--- src/hdl/modified_utf8_to_utf8_core_assert.svh ---
// Assertion macros for the modified UTF-8 to UTF-8 converter.
`ifndef MODIFIED_UTF8_TO_UTF8_CORE_ASSERT_SVH
`define MODIFIED_UTF8_TO_UTF8_CORE_ASSERT_SVH
`ifndef ASSERT_OFF
// same-cycle implication, clocked on clk, quiet during reset
`define MU8_ASSERT_NOW(label, ante, cons) \
  label: assert property (@(posedge clk) disable iff (!rst_n) (ante) |-> (cons)) \
    else $error("mu8 assertion failed");
// next-cycle implication
`define MU8_ASSERT_NEXT(label, ante, cons) \
  label: assert property (@(posedge clk) disable iff (!rst_n) (ante) |=> (cons)) \
    else $error("mu8 assertion failed");
`else
`define MU8_ASSERT_NOW(label, ante, cons)
`define MU8_ASSERT_NEXT(label, ante, cons)
`endif
`endif

--- src/hdl/mu8_pkg.sv ---
// Shared types and constants of the modified UTF-8 to UTF-8 converter.
`default_nettype none
package mu8_pkg;

  localparam logic [1:0] ERR_NONE  = 2'd0;
  localparam logic [1:0] ERR_LEAD  = 2'd1;
  localparam logic [1:0] ERR_TRUNC = 2'd2;

  localparam logic [7:0] LEAD_SURR = 8'hED;

  localparam int CMDQ_DEPTH = 4;
  localparam int CMDQ_AW    = $clog2(CMDQ_DEPTH);
  localparam int CMDQ_CW    = $clog2(CMDQ_DEPTH + 1);

  localparam int OUTQ_DEPTH = 2;
  localparam int OUTQ_AW    = $clog2(OUTQ_DEPTH);
  localparam int OUTQ_CW    = $clog2(OUTQ_DEPTH + 1);

  typedef struct packed {
    logic [7:0] in_byte;
    logic       in_string_end;
  } in_item_t;

  typedef struct packed {
    logic [7:0] out_byte;
    logic       run_last;
    logic       out_string_end;
    logic [1:0] error_code;
  } out_item_t;

  // one input transaction's worth of output: 1 to 4 bytes
  typedef struct packed {
    logic [3:0][7:0] bytes;
    logic [2:0]      cnt;
    logic [1:0]      err;      // error code of the last byte
    logic            str_end;
  } cmd_t;

  typedef struct packed {
    logic full;
    logic empty;
  } q_stat_t;

  typedef struct packed {
    logic idle;
  } front_stat_t;

endpackage
`default_nettype wire

--- src/hdl/modified_utf8_to_utf8_core.sv ---
// Path: an accepted byte's results go through the command queue, then the output queue.
// Throughput: one input byte per cycle unless the command queue is full, one result
//   per cycle while the output queue has room; a surrogate pair's four bytes or a
//   three-byte flush is absorbed by the 4-entry command queue before full rises.
// Reset: synchronous, active low; empties both queues and returns to the idle phase.
`default_nettype none
`include "modified_utf8_to_utf8_core_assert.svh"
module modified_utf8_to_utf8_core (
  input  logic               clk,
  input  logic               rst_n,
  // input channel
  input  logic               push,
  output logic               full,
  input  mu8_pkg::in_item_t  in_data,
  // result channel
  output logic               empty,
  input  logic               pop,
  output mu8_pkg::out_item_t out_data
);
  import mu8_pkg::*;

  // Front end: phase tracking and held bytes, one command per transaction
  // that yields output. Back end: drains commands byte by byte.
  logic        accept;
  logic        cmd_push, cmd_pop, out_push;
  cmd_t        cmd_in, cmd_head;
  q_stat_t     cmd_stat, out_stat;
  front_stat_t fr_stat;
  out_item_t   out_item;

  assign full   = cmd_stat.full;
  assign accept = push && !cmd_stat.full;
  assign empty  = out_stat.empty;

  mu8_front u_front (
    .clk      (clk),
    .rst_n    (rst_n),
    .accept   (accept),
    .in_item  (in_data),
    .cmd_push (cmd_push),
    .cmd      (cmd_in),
    .stat     (fr_stat)
  );

  mu8_cmd_q u_cmd_q (
    .clk   (clk),
    .rst_n (rst_n),
    .push  (cmd_push),
    .wdata (cmd_in),
    .pop   (cmd_pop),
    .rdata (cmd_head),
    .stat  (cmd_stat)
  );

  mu8_back u_back (
    .clk      (clk),
    .rst_n    (rst_n),
    .cmd      (cmd_head),
    .cmd_stat (cmd_stat),
    .cmd_pop  (cmd_pop),
    .out_stat (out_stat),
    .out_push (out_push),
    .out_item (out_item)
  );

  // result register stage; lets the serializer run while the sink stalls
  mu8_out_q u_out_q (
    .clk   (clk),
    .rst_n (rst_n),
    .push  (out_push),
    .wdata (out_item),
    .pop   (pop),
    .rdata (out_data),
    .stat  (out_stat)
  );

  // string end always closes a transaction's run
  `MU8_ASSERT_NOW(a_end_is_last, !empty && out_data.out_string_end, out_data.run_last)
  // error results carry a zero byte and end their run
  `MU8_ASSERT_NOW(a_err_shape, !empty && out_data.error_code != ERR_NONE,
                  out_data.out_byte == 8'h00 && out_data.run_last)
  // a string's last byte leaves nothing held
  `MU8_ASSERT_NEXT(a_end_idle, accept && in_data.in_string_end, fr_stat.idle)

endmodule
`default_nettype wire

--- src/hdl/mu8_front.sv ---
// Front end: tracks sequence phase, holds partial bytes, builds output commands.
`default_nettype none
module mu8_front (
  input  logic                 clk,
  input  logic                 rst_n,
  input  logic                 accept,
  input  mu8_pkg::in_item_t    in_item,
  output logic                 cmd_push,
  output mu8_pkg::cmd_t        cmd,
  output mu8_pkg::front_stat_t stat
);
  import mu8_pkg::*;

  typedef enum logic [2:0] {
    PH_IDLE   = 3'd0,
    PH_TWO    = 3'd1,
    PH_THREE1 = 3'd2,
    PH_THREE2 = 3'd3,
    PH_HELD   = 3'd4,
    PH_PAIR1  = 3'd5,
    PH_PAIR2  = 3'd6
  } phase_t;

  phase_t     phase_r, phase_nxt;
  // held bytes: first half 0..2, second-half continuation at 3
  logic [7:0] held_r   [4];
  logic [7:0] held_nxt [4];

  logic [7:0]  b;
  logic        str_end;
  logic        lead;
  logic [2:0]  n;
  logic [20:0] cp;
  cmd_t        c;

  assign b       = in_item.in_byte;
  assign str_end = in_item.in_string_end;
  assign cp      = {held_r[1][3:0], held_r[2][5:0], held_r[3][3:0], b[5:0]} + 21'h10000;

  always_comb begin
    c         = '0;
    n         = 3'd0;
    lead      = 1'b0;
    phase_nxt = phase_r;
    held_nxt  = held_r;
    unique case (phase_r)
      PH_TWO: begin
        phase_nxt = PH_IDLE;
        if ({held_r[0][4:0], b[5:0]} == 11'd0) begin
          n = 3'd1;
        end else begin
          c.bytes[0] = held_r[0];
          c.bytes[1] = b;
          n          = 3'd2;
        end
      end
      PH_THREE1: begin
        held_nxt[1] = b;
        if (str_end) begin
          phase_nxt = PH_IDLE;
          c.err     = ERR_TRUNC;
          n         = 3'd1;
        end else begin
          phase_nxt = PH_THREE2;
        end
      end
      PH_THREE2: begin
        held_nxt[2] = b;
        if (str_end) begin
          phase_nxt  = PH_IDLE;
          c.bytes[0] = held_r[0];
          c.bytes[1] = held_r[1];
          c.bytes[2] = b;
          n          = 3'd3;
        end else begin
          phase_nxt = PH_HELD;
        end
      end
      PH_HELD: begin
        if (!str_end && b == LEAD_SURR && held_r[0] == LEAD_SURR) begin
          phase_nxt = PH_PAIR1;
        end else begin
          c.bytes[0] = held_r[0];
          c.bytes[1] = held_r[1];
          c.bytes[2] = held_r[2];
          n          = 3'd3;
          lead       = 1'b1;
        end
      end
      PH_PAIR1: begin
        held_nxt[3] = b;
        if (str_end) begin
          phase_nxt  = PH_IDLE;
          c.bytes[0] = held_r[0];
          c.bytes[1] = held_r[1];
          c.bytes[2] = held_r[2];
          c.err      = ERR_TRUNC;
          n          = 3'd4;
        end else begin
          phase_nxt = PH_PAIR2;
        end
      end
      PH_PAIR2: begin
        phase_nxt  = PH_IDLE;
        c.bytes[0] = {5'b11110, cp[20:18]};
        c.bytes[1] = {2'b10, cp[17:12]};
        c.bytes[2] = {2'b10, cp[11:6]};
        c.bytes[3] = {2'b10, cp[5:0]};
        n          = 3'd4;
      end
      default: begin
        lead = 1'b1;
      end
    endcase

    // byte in lead position; appended after any flushed bytes
    if (lead) begin
      phase_nxt = PH_IDLE;
      priority if (b <= 8'h7F) begin
        c.bytes[n[1:0]] = b;
        n               = n + 3'd1;
      end else if ((b & 8'hE0) == 8'hC0) begin
        held_nxt[0] = b;
        if (str_end) begin
          c.err = ERR_TRUNC;
          n     = n + 3'd1;
        end else begin
          phase_nxt = PH_TWO;
        end
      end else if ((b & 8'hF0) == 8'hE0) begin
        held_nxt[0] = b;
        if (str_end) begin
          c.err = ERR_TRUNC;
          n     = n + 3'd1;
        end else begin
          phase_nxt = PH_THREE1;
        end
      end else begin
        c.err = ERR_LEAD;
        n     = n + 3'd1;
      end
    end

    c.cnt     = n;
    c.str_end = str_end;
  end

  assign cmd       = c;
  assign cmd_push  = accept && (n != 3'd0);
  assign stat.idle = (phase_r == PH_IDLE);

  always_ff @(posedge clk) begin
    if (!rst_n) begin
      phase_r <= PH_IDLE;
    end else if (accept) begin
      phase_r <= phase_nxt;
    end
  end

  always_ff @(posedge clk) begin
    if (accept) begin
      held_r <= held_nxt;
    end
  end

endmodule
`default_nettype wire

--- src/hdl/mu8_cmd_q.sv ---
// Command queue between the front end and the serializer.
`default_nettype none
module mu8_cmd_q (
  input  logic             clk,
  input  logic             rst_n,
  input  logic             push,
  input  mu8_pkg::cmd_t    wdata,
  input  logic             pop,
  output mu8_pkg::cmd_t    rdata,
  output mu8_pkg::q_stat_t stat
);
  import mu8_pkg::*;

  cmd_t               mem_r [CMDQ_DEPTH];
  logic [CMDQ_AW-1:0] wp_r, rp_r;
  logic [CMDQ_CW-1:0] cnt_r;
  logic               do_push, do_pop;

  assign stat.full  = (cnt_r == CMDQ_CW'(CMDQ_DEPTH));
  assign stat.empty = (cnt_r == '0);
  assign do_push    = push && !stat.full;
  assign do_pop     = pop && !stat.empty;
  assign rdata      = mem_r[rp_r];

  always_ff @(posedge clk) begin
    if (!rst_n) begin
      wp_r  <= '0;
      rp_r  <= '0;
      cnt_r <= '0;
    end else begin
      if (do_push) begin
        wp_r <= (wp_r == CMDQ_AW'(CMDQ_DEPTH - 1)) ? '0 : wp_r + 1'b1;
      end
      if (do_pop) begin
        rp_r <= (rp_r == CMDQ_AW'(CMDQ_DEPTH - 1)) ? '0 : rp_r + 1'b1;
      end
      if (do_push && !do_pop) begin
        cnt_r <= cnt_r + 1'b1;
      end else if (do_pop && !do_push) begin
        cnt_r <= cnt_r - 1'b1;
      end
    end
  end

  always_ff @(posedge clk) begin
    if (do_push) begin
      mem_r[wp_r] <= wdata;
    end
  end

endmodule
`default_nettype wire

--- src/hdl/mu8_back.sv ---
// Serializer: walks the head command, one output byte per cycle when not stalled.
`default_nettype none
module mu8_back (
  input  logic               clk,
  input  logic               rst_n,
  input  mu8_pkg::cmd_t      cmd,
  input  mu8_pkg::q_stat_t   cmd_stat,
  output logic               cmd_pop,
  input  mu8_pkg::q_stat_t   out_stat,
  output logic               out_push,
  output mu8_pkg::out_item_t out_item
);
  import mu8_pkg::*;

  logic [1:0] slot_r;
  logic       last;

  assign last     = ({1'b0, slot_r} == (cmd.cnt - 3'd1));
  assign out_push = !cmd_stat.empty && !out_stat.full;
  assign cmd_pop  = out_push && last;

  assign out_item.out_byte       = cmd.bytes[slot_r];
  assign out_item.run_last       = last;
  assign out_item.out_string_end = last && cmd.str_end;
  assign out_item.error_code     = last ? cmd.err : ERR_NONE;

  always_ff @(posedge clk) begin
    if (!rst_n) begin
      slot_r <= '0;
    end else if (out_push) begin
      slot_r <= last ? 2'd0 : slot_r + 2'd1;
    end
  end

endmodule
`default_nettype wire

--- src/hdl/mu8_out_q.sv ---
// Output queue holding finished result bytes.
`default_nettype none
module mu8_out_q (
  input  logic               clk,
  input  logic               rst_n,
  input  logic               push,
  input  mu8_pkg::out_item_t wdata,
  input  logic               pop,
  output mu8_pkg::out_item_t rdata,
  output mu8_pkg::q_stat_t   stat
);
  import mu8_pkg::*;

  out_item_t          mem_r [OUTQ_DEPTH];
  logic [OUTQ_AW-1:0] wp_r, rp_r;
  logic [OUTQ_CW-1:0] cnt_r;
  logic               do_push, do_pop;

  assign stat.full  = (cnt_r == OUTQ_CW'(OUTQ_DEPTH));
  assign stat.empty = (cnt_r == '0);
  assign do_push    = push && !stat.full;
  assign do_pop     = pop && !stat.empty;
  assign rdata      = mem_r[rp_r];

  always_ff @(posedge clk) begin
    if (!rst_n) begin
      wp_r  <= '0;
      rp_r  <= '0;
      cnt_r <= '0;
    end else begin
      if (do_push) begin
        wp_r <= (wp_r == OUTQ_AW'(OUTQ_DEPTH - 1)) ? '0 : wp_r + 1'b1;
      end
      if (do_pop) begin
        rp_r <= (rp_r == OUTQ_AW'(OUTQ_DEPTH - 1)) ? '0 : rp_r + 1'b1;
      end
      if (do_push && !do_pop) begin
        cnt_r <= cnt_r + 1'b1;
      end else if (do_pop && !do_push) begin
        cnt_r <= cnt_r - 1'b1;
      end
    end
  end

  always_ff @(posedge clk) begin
    if (do_push) begin
      mem_r[wp_r] <= wdata;
    end
  end

endmodule
`default_nettype wire

--- config.mk ---
export PLATFORM = sky130hd
export DESIGN_NAME = modified_utf8_to_utf8_core
export DESIGN_NICKNAME = d
export VERILOG_FILES = /design/src/hdl/mu8_pkg.sv /design/src/hdl/modified_utf8_to_utf8_core.sv /design/src/hdl/mu8_front.sv /design/src/hdl/mu8_cmd_q.sv /design/src/hdl/mu8_back.sv /design/src/hdl/mu8_out_q.sv
export VERILOG_INCLUDE_DIRS = /design/src /design/src/hdl
export SDC_FILE = /design/constraint.sdc
export NUM_CORES = 1
export LEC_CHECK = 0
export BUFFER_PORTS_ARGS = -buffer_cell sky130_fd_sc_hd__buf_2
export CORE_MARGIN = 1.5
export CORE_UTILIZATION = 50
export CTS_BUF_LIST = sky130_fd_sc_hd__clkbuf_4
export DETAILED_ROUTE_END_ITERATION = 12
export PLACE_DENSITY = 0.71
export SYNTH_ARGS = -nofsm -noshare
export SYNTH_HDL_FRONTEND = slang
export SYNTH_SLANG_ARGS = --single-unit
--- constraint.sdc ---
create_clock -name clk -period 4 [get_ports clk]
set_input_delay 0 -clock clk [delete_from_list [all_inputs] [get_ports clk]]
set_output_delay 0 -clock clk [all_outputs]
set_load 0.01 [all_outputs]
=== Word-level counts from Yosys, hierarchy flattened ===
Memories as Yosys holds them, arrays and structs flattened. A register that Yosys moved wholly into a read port is not among the register bits.
Cells that the tools add are included.

* Bits in registers: 44
* RAM bits: 176
* Bits of input ports: 13
* Output and inout bits: 14
* Memories: 2

{| class="wikitable"
|+ Memory list
! memory !! words !! bits a word !! read ports !! clocked after Yosys merged registers in !! wr ports !! line !! RTL
|-
| u_cmd_q.mem_r || 4 || 38 || 1 || 1 || 1 || mu8_cmd_q.sv:14 || <nowiki>cmd_t mem_r [CMDQ_DEPTH];</nowiki>
|-
| u_out_q.mem_r || 2 || 12 || 1 || 1 || 1 || mu8_out_q.sv:14 || <nowiki>out_item_t mem_r [OUTQ_DEPTH];</nowiki>
|}

* Add/subtract/negate cells: 12
* $lt $le $gt $ge: 4
* Equal/unequal tests: 16
* Muxes and demuxes: 65
* Bitwise gates (word level): 1
* Reductions and logical operators: 41

{| class="wikitable"
|+ Operators by type and width
! kind !! number
|-
| 16-bit one-hot mux with 5 select lines || 1
|-
| 24-bit 2-to-1 mux || 3
|-
| 32-bit 2-to-1 mux || 2
|-
| 3-bit 2-to-1 mux || 15
|-
| 2-bit 2-to-1 mux || 20
|-
| 8-bit 2-to-1 mux || 5
|-
| 32-bit bitwise mux || 1
|-
| 8-bit one-hot mux with 4 select lines || 1
|-
| 20-bit by 17-bit adder with 21-bit output (second input constant) || 1
|-
| 3-bit one-hot mux with 6 select lines || 1
|-
| 8-bit binary-select mux with 2-bit select || 1
|-
| 8-bit demux with 2-bit select || 1
|-
| 8-bit == test (second input constant) || 2
|-
| 1-bit logical AND || 16
|-
| 16-bit 2-to-1 mux || 1
|-
| 3-bit == test (second input constant) || 5
|-
| 3-bit one-hot mux with 5 select lines || 1
|-
| 11-bit zero test || 1
|-
| 1-bit 2-to-1 mux || 11
|-
| 1-bit zero test || 9
|-
| 2-bit by 1-bit adder with 2-bit output (second input constant) || 4
|-
| 8-bit by 7-bit less-or-equal comparator with 1-bit output (second input constant) || 1
|-
| 3-bit by 1-bit adder with 3-bit output (second input constant) || 2
|-
| 2-bit == test (second input constant) || 3
|-
| 22 further kinds || 31
|}

=== Longest topological paths before layout ===
* Word-level depth: 18
* Depth in mapped cells: 17
* Depth with buffers taken out: 16

=== Cells and area by module ===
From an unflattened synthesis, not the netlist that was laid out.

* Cell total of the unflattened synthesis: 572
* Area total of the unflattened synthesis: 9,638.0 um2

{| class="wikitable"
|+ By module, submodules not included
! module !! times used !! cells each !! area each (um2) !! seq. area each (um2)
|-
| mu8_cmd_q || 1 || 249 || 5,978.2 || 4,744.6
|-
| mu8_front || 1 || 224 || 2,133.3 || 900.9
|-
| mu8_out_q || 1 || 62 || 1,094.8 || 820.8
|-
| mu8_back || 1 || 36 || 417.9 || 40.0
|-
| modified_utf8_to_utf8_core || 1 || 1 || 13.8 || 0.0
|}

=== Worst setup path after synthesis ===
OpenSTA, ideal clock, no wires.

* Kind: register to register
* Start point: register u_front.held_r[24] (netlist name)
* End point: memory u_cmd_q.mem_r[3][0] (netlist name) (enable)
* Setup time: 0.399 ns
* Arrival time: 3.281 ns
* Data required time: 3.601 ns
* Path slack: 0.320 ns
* Cell stages (with the launch flop): 9
* Buffers on the path: 0
* Clock period less this slack: 3.680 ns
* Cells stage by stage: edfxtp_1 > or4_1 > or4_4 > and3_2 > ha_1 > nor2_1 > o32a_2 > inv_2 > and2_1

* Cells in the longest elaborated chain, start to end: 15
* Elaborated cells on any way between the ends: 19
* Classes of those cells: add/sub (1); eq/ne (1); mux (12); reduce/logical (5)

{| class="wikitable"
|+ RTL lines
! element !! line !! RTL
|-
| start, declared || mu8_front.sv:26 || <nowiki>logic [7:0] held_r [4];</nowiki>
|-
| start signal, assigned || mu8_front.sv:162 || <nowiki>held_r <= held_nxt;</nowiki>
|-
| 8-bit == test || mu8_front.sv:80 || <nowiki>if (!str_end && b == LEAD_SURR && held_r[0] == LEAD_SURR) begin</nowiki>
|-
| 1-bit logical AND || mu8_front.sv:80 ||
|-
| 2-bit 2-to-1 mux || mu8_front.sv:80 ||
|-
| 3-bit one-hot mux with 6 select lines || mu8_front.sv:46 || <nowiki>unique case (phase_r)</nowiki>
|-
| 3-bit by 1-bit adder with 3-bit output || n/a ||
|-
| 3-bit 2-to-1 mux || mu8_front.sv:124, mu8_front.sv:132 ||
|-
| 3-bit 2-to-1 mux || mu8_front.sv:130 || <nowiki>end else if ((b & 8'hF0) == 8'hE0) begin</nowiki>
|-
| 3-bit 2-to-1 mux || mu8_front.sv:122 || <nowiki>end else if ((b & 8'hE0) == 8'hC0) begin</nowiki>
|-
| 3-bit 2-to-1 mux || mu8_front.sv:119 || <nowiki>priority if (b <= 8'h7F) begin</nowiki>
|-
| 3-bit 2-to-1 mux * || mu8_front.sv:117 || <nowiki>if (lead) begin</nowiki>
|-
| 3-bit nonzero test * || mu8_front.sv:149 || <nowiki>assign cmd_push = accept && (n != 3'd0);</nowiki>
|-
| 1-bit logical AND * || mu8_front.sv:149 ||
|-
| 1-bit logical AND * || mu8_cmd_q.sv:21 || <nowiki>assign do_push = push && !stat.full;</nowiki>
|-
| net u_cmd_q.do_push || mu8_cmd_q.sv:17 || <nowiki>logic do_push, do_pop;</nowiki>
|-
| 1-bit 2-to-1 mux * || mu8_cmd_q.sv:46 || <nowiki>if (do_push) begin</nowiki>
|-
| 1-bit 2-to-1 mux (not written as such) * || mu8_cmd_q.sv:47 || <nowiki>mem_r[wp_r] <= wdata;</nowiki>
|-
| end, declared || mu8_cmd_q.sv:14 ||
|}

Mark *: on every way through the listed nets, which the timed path passes. The rest lies on a longest branch.

=== Worst setup path in the final report ===
* Start point: register u_front.held_r[27] (netlist name)
* End point: register u_cmd_q.cnt_r[2]

* Cells in the longest elaborated chain, start to end: 16
* Elaborated cells on any way between the ends: 22
* Classes of those cells: add/sub (1); eq/ne (1); mux (11); reduce/logical (9)

{| class="wikitable"
|+ RTL lines
! element !! line !! RTL
|-
| 8-bit == test || mu8_front.sv:80 ||
|-
| 1-bit logical AND || mu8_front.sv:80 ||
|-
| 2-bit 2-to-1 mux || mu8_front.sv:80 ||
|-
| 3-bit one-hot mux with 6 select lines || mu8_front.sv:46 ||
|-
| 3-bit by 1-bit adder with 3-bit output || n/a ||
|-
| 3-bit 2-to-1 mux || mu8_front.sv:124, mu8_front.sv:132 ||
|-
| 3-bit 2-to-1 mux || mu8_front.sv:130 ||
|-
| 3-bit 2-to-1 mux || mu8_front.sv:122 ||
|-
| 3-bit 2-to-1 mux || mu8_front.sv:119 ||
|-
| 3-bit 2-to-1 mux * || mu8_front.sv:117 ||
|-
| 3-bit nonzero test * || mu8_front.sv:149 ||
|-
| 1-bit logical AND * || mu8_front.sv:149 ||
|-
| 1-bit logical AND * || mu8_cmd_q.sv:21 ||
|-
| net u_cmd_q.do_push || mu8_cmd_q.sv:17 ||
|-
| 1-bit zero test || mu8_cmd_q.sv:39 || <nowiki>end else if (do_pop && !do_push) begin</nowiki>
|-
| 1-bit logical AND || mu8_cmd_q.sv:39 ||
|-
| 2-bit nonzero test (no line) || n/a ||
|-
| end signal, assigned || mu8_cmd_q.sv:38 || <nowiki>cnt_r <= cnt_r + 1'b1;</nowiki>
|-
| end signal, assigned || mu8_cmd_q.sv:40 || <nowiki>cnt_r <= cnt_r - 1'b1;</nowiki>
|-
| end, declared || mu8_cmd_q.sv:16 || <nowiki>logic [CMDQ_CW-1:0] cnt_r;</nowiki>
|}

Marked as above.
A chain may end at the register's enable or synchronous reset.

==> summary.md <==
| Metric | Value |
|---|---|
| TritonCTS clock tree | built |
| Clk_skew | 0.0373 ns |
| Clk Latency, worst-skew pair | 0.66 ns |
| Top routing layer in use | met4 |
| # rows | 50 |
| Final WL | 18.8 mm |
| Max_slew headroom | 27.3% |
| Pre-antenna DRT Iters | 4 |
| Number of flops mapped to enable cells by yosys | 204 |
| Vias/cell | 5.80 |
| Reg power frac | 47.8% |
| Final Hold Vio Count | 0 |
| Worst EP arrival | 4.39 ns |
| Metal1 wirelength | 7.83 mm |
| Met3 wire len | 1.34 mm |
| Worst VDD drop | 0.307 mV |
| XOR/XNOR Fraction of Synth Area | 0.930% |
| Worst Setup SP | u_front.held_r[27] |
| Syn avg cell area | 17.0 µm² |
| Slew of the pin with the lowest slew margin | 1.09 ns |
| Synthesized-area fraction occupied by adder cells | 1.94% |
| Total track usage | 19.7% |
| WP data required | 4.57 ns |
| Via count | 5,329 |
| CP bufs+invs | 3 |
| Pwr/cell area | 643 nW/µm² |
| Gate power share | 25.6% |
| RSZ-0062 raised after global routing | false |
| # setup viols final | 0 |
| TNS Setup | 0 ns |
| Yosys top cell area share | 65.1% |
| Leading area contributor after synthesis | edfxtp_1 |
| CTS Sinks | 223 |
| Status | finished, final reports clean |
| # port buffers | 26 |
| Syn_nets | 582 |
| Most frequent cells after synthesis | edfxtp_1 (204), mux4_2 (46), nand2_1 (27) |
| Largest family of logic cells by synthesized area | multiplexers |
| Max Fclk | 261 MHz |
| Synth Area in Compound Gates | 6.46% |
| Mux share of post-synthesis cell area | 12.8% |
| Simple-gate share of the synthesized area | 7.00% |
| Yosys Warn Count | 0 |
| Top_reg_cell synth | edfxtp_1 |
| Largest net degree at the start of global routing | 39 |
| Synth top area cells | edfxtp_1 (65%), mux4_2 (11%), dfxtp_1 (4.0%) |
| Worst path slowest cell | or4_1 |
| Final net count | 672 |
| Setup crit end kind | register |
| DR WL met2 | 9.34 mm |
| Worst stage delay on the critical path | 0.51 ns |
| Wire per inst | 20.4 µm |
| Most used cell, CP | inv_1 |
| Top Ports | 27 |
| Most frequent cell after synthesis | edfxtp_1 |
| DR iter-0 viols | 486 |
| Setup CP Type | reg2reg |
| Total of max-cap violations | 0 |
| Die height | 140 µm |
| Via count of the first global-routing pass | 5,586 |
| Min-Delay Path Class | in2reg |
| Synth unique cells | 63 |
| Min-delay src | in_data[2] |
| Area Growth Syn to Fin | 14.1% |
| Fin. max-slew vios | 0 |
| Synthesized cell area | 9420 µm² |
| Sequential fraction of the synthesis area | 69.1% |
| CP Cell Sequence | or4_1, or4_4, and3_2, inv_1, ha_2, o21a_1, a21oi_2, o32a_2, inv_2, ha_1, inv_1, fa_1, xor2_1, or3_1, a21boi_1 |
| Grt total ovfl | 0 |
| Ratio of cells with drive above 1 in the final layout | 30.1% |
| Leak pwr | 3.74 nW |
| Top Family by Delay on Critical Path | simple AND/OR/NAND/NOR gates |
| Total core area | 18,600 µm² |
| Clk pin slew, worst setup/hold paths | 0.08 ns |
| DP HPWL | 12.3 mm |
| Filler cell count | 1,423 |
| Final min period | 3.83 ns |
| RR Startpoint | u_front.held_r[27] |
| Async set or reset register ratio after synthesis | 0% |
| DRC | 0 |
| Net Sw Frac | 28.0% |
| First-pass GRT wire length | 29.6 mm |
| Top fanout value on the critical path | 5 |
| Mapped Cells | 555 |
| DRT antenna net count | 0 |
| Initial core utilization | 50.7% |
| Pint | 4.97 mW |
| Root buf cell | clkbuf_4 |
| Global placement routability congestion | 0.885 |
| H-Tree Level Count | 2 |
| Die area | 19,700 µm² |
| CP startpoint kind | register |
| Sw Pwr | 1.93 mW |
| Die width | 140 µm |
| Total power | 6.91 mW |
| Clock power share | 26.5% |
| Initial antenna violation count | 1 |
| Flops & latches, synth | 223 |
| Longest Clk Path Bufs | 3 |
| CTS buffer count | 55 |
| Final worst path period share | 95.6% |
## power groups by stage
| stage | Sequential [mW] | Clock, mW | Combinational [mW] |
|---|---|---|---|
| after floorplan | 3.28 | 0 | 1.33 |
| after global placement | 3.32 | 0 | 1.74 |
| after detailed placement | 3.36 | 0 | 1.78 |
| after CTS | 3.31 | 1.89 | 1.80 |
| after global routing | 3.35 | 2.01 | 1.94 |
| final | 3.30 | 1.83 | 1.77 |
## layout make-up
type	instances	area (µm²)	area share [%]
antenna	1	2.50	0.0233
clock buffer	82	616	5.73
clock inverter	14	83.8	0.780
inverter	19	71.3	0.664
multi-input combinational	289	2750	25.6
sequential	223	6510	60.6
tap	234	293	2.72
timing repair buffer	57	418	3.89
## per-layer routing
| metal | vias up | track usage (%) |
|---|---|---|
| met2 | 195 | 32.2 |
| li1 | 2440 | - |
| met4 | 0 | 6.87 |
| met5 | - | 0 |
| met1 | 2671 | 26.3 |
| met3 | 23 | 4.58 |
## final timing paths
kind | endpoint | slack [ns] | cells past startpoint
setup / recovery | u_cmd_q.cnt_r[2] | 0.17 | 15
hold / removal | u_front.held_r[17] | 0.20 | 2
setup reg to reg | u_cmd_q.cnt_r[2] | 0.17 | 15
hold reg to reg | u_cmd_q.wp_r[1] | 0.51 | 2
## per-stage QoR
stage / cells / hold WS [ns] / worst slack [ns] / util (%) / area (µm²)
global placement: 808 / 0.330 / 0.247 / 53.3 / 9890
floorplan: 555 / 0.0989 / 0.320 / - / 9420
finish: 919 / 0.203 / 0.174 / 57.8 / 10700
CTS: 916 / 0.162 / 0.149 / 57.7 / 10700
detailed placement: 808 / 0.348 / 0.158 / 53.3 / 9890
global route: 919 / 0.190 / 0.000536 / 57.8 / 10700
## placed cells by master, fill, tap and decap left out, drive strengths merged, types with 8 or more instances in the layout
cell type | Yosys | final
clkbuf | 14 | 82
a21oi | 8 | 8
edfxtp | 204 | 204
clkinv | 0 | 12
nand2 | 27 | 27
mux2 | 12 | 12
and2 | 20 | 20
inv | 19 | 19
nand3 | 12 | 12
dlygate4sd3 | 0 | 12
o21ai | 17 | 17
mux4 | 46 | 46
a22oi | 8 | 8
a22o | 11 | 11
buf | 10 | 45
ha | 13 | 13
nor2b | 9 | 9
and3 | 8 | 8
nor2 | 20 | 20
dfxtp | 19 | 19
## flip-flops by register name, indices dropped and copies added (netlist names), 3 cells and up, named ones only
| register | cells |
|---|---|
| u_cmd_q.cnt_r | 3 |
| u_cmd_q.mem_r | 152 |
| u_front.held_r | 28 |
| u_front.phase_r | 3 |
| u_out_q.mem_r | 24 |
## cell families after synthesis
logic type / after synthesis
muxes: 61
DFF: 223
adders and majority gates: 14
AOI/OAI and AO/OA: 83
buffers and inverters: 43
and+or+nand+nor: 121
xor gates and xnor gates: 10
## repair_timing
action | CTS | global route
endpoints found under the setup margin | 0 | 1
hold buffers | 12 | 0
resized for setup | 0 | 4
buffers inserted | 0 | 2
endpoints found under the hold margin | 167 | 0
Note: power is estimated with default switching activity, not from simulation.
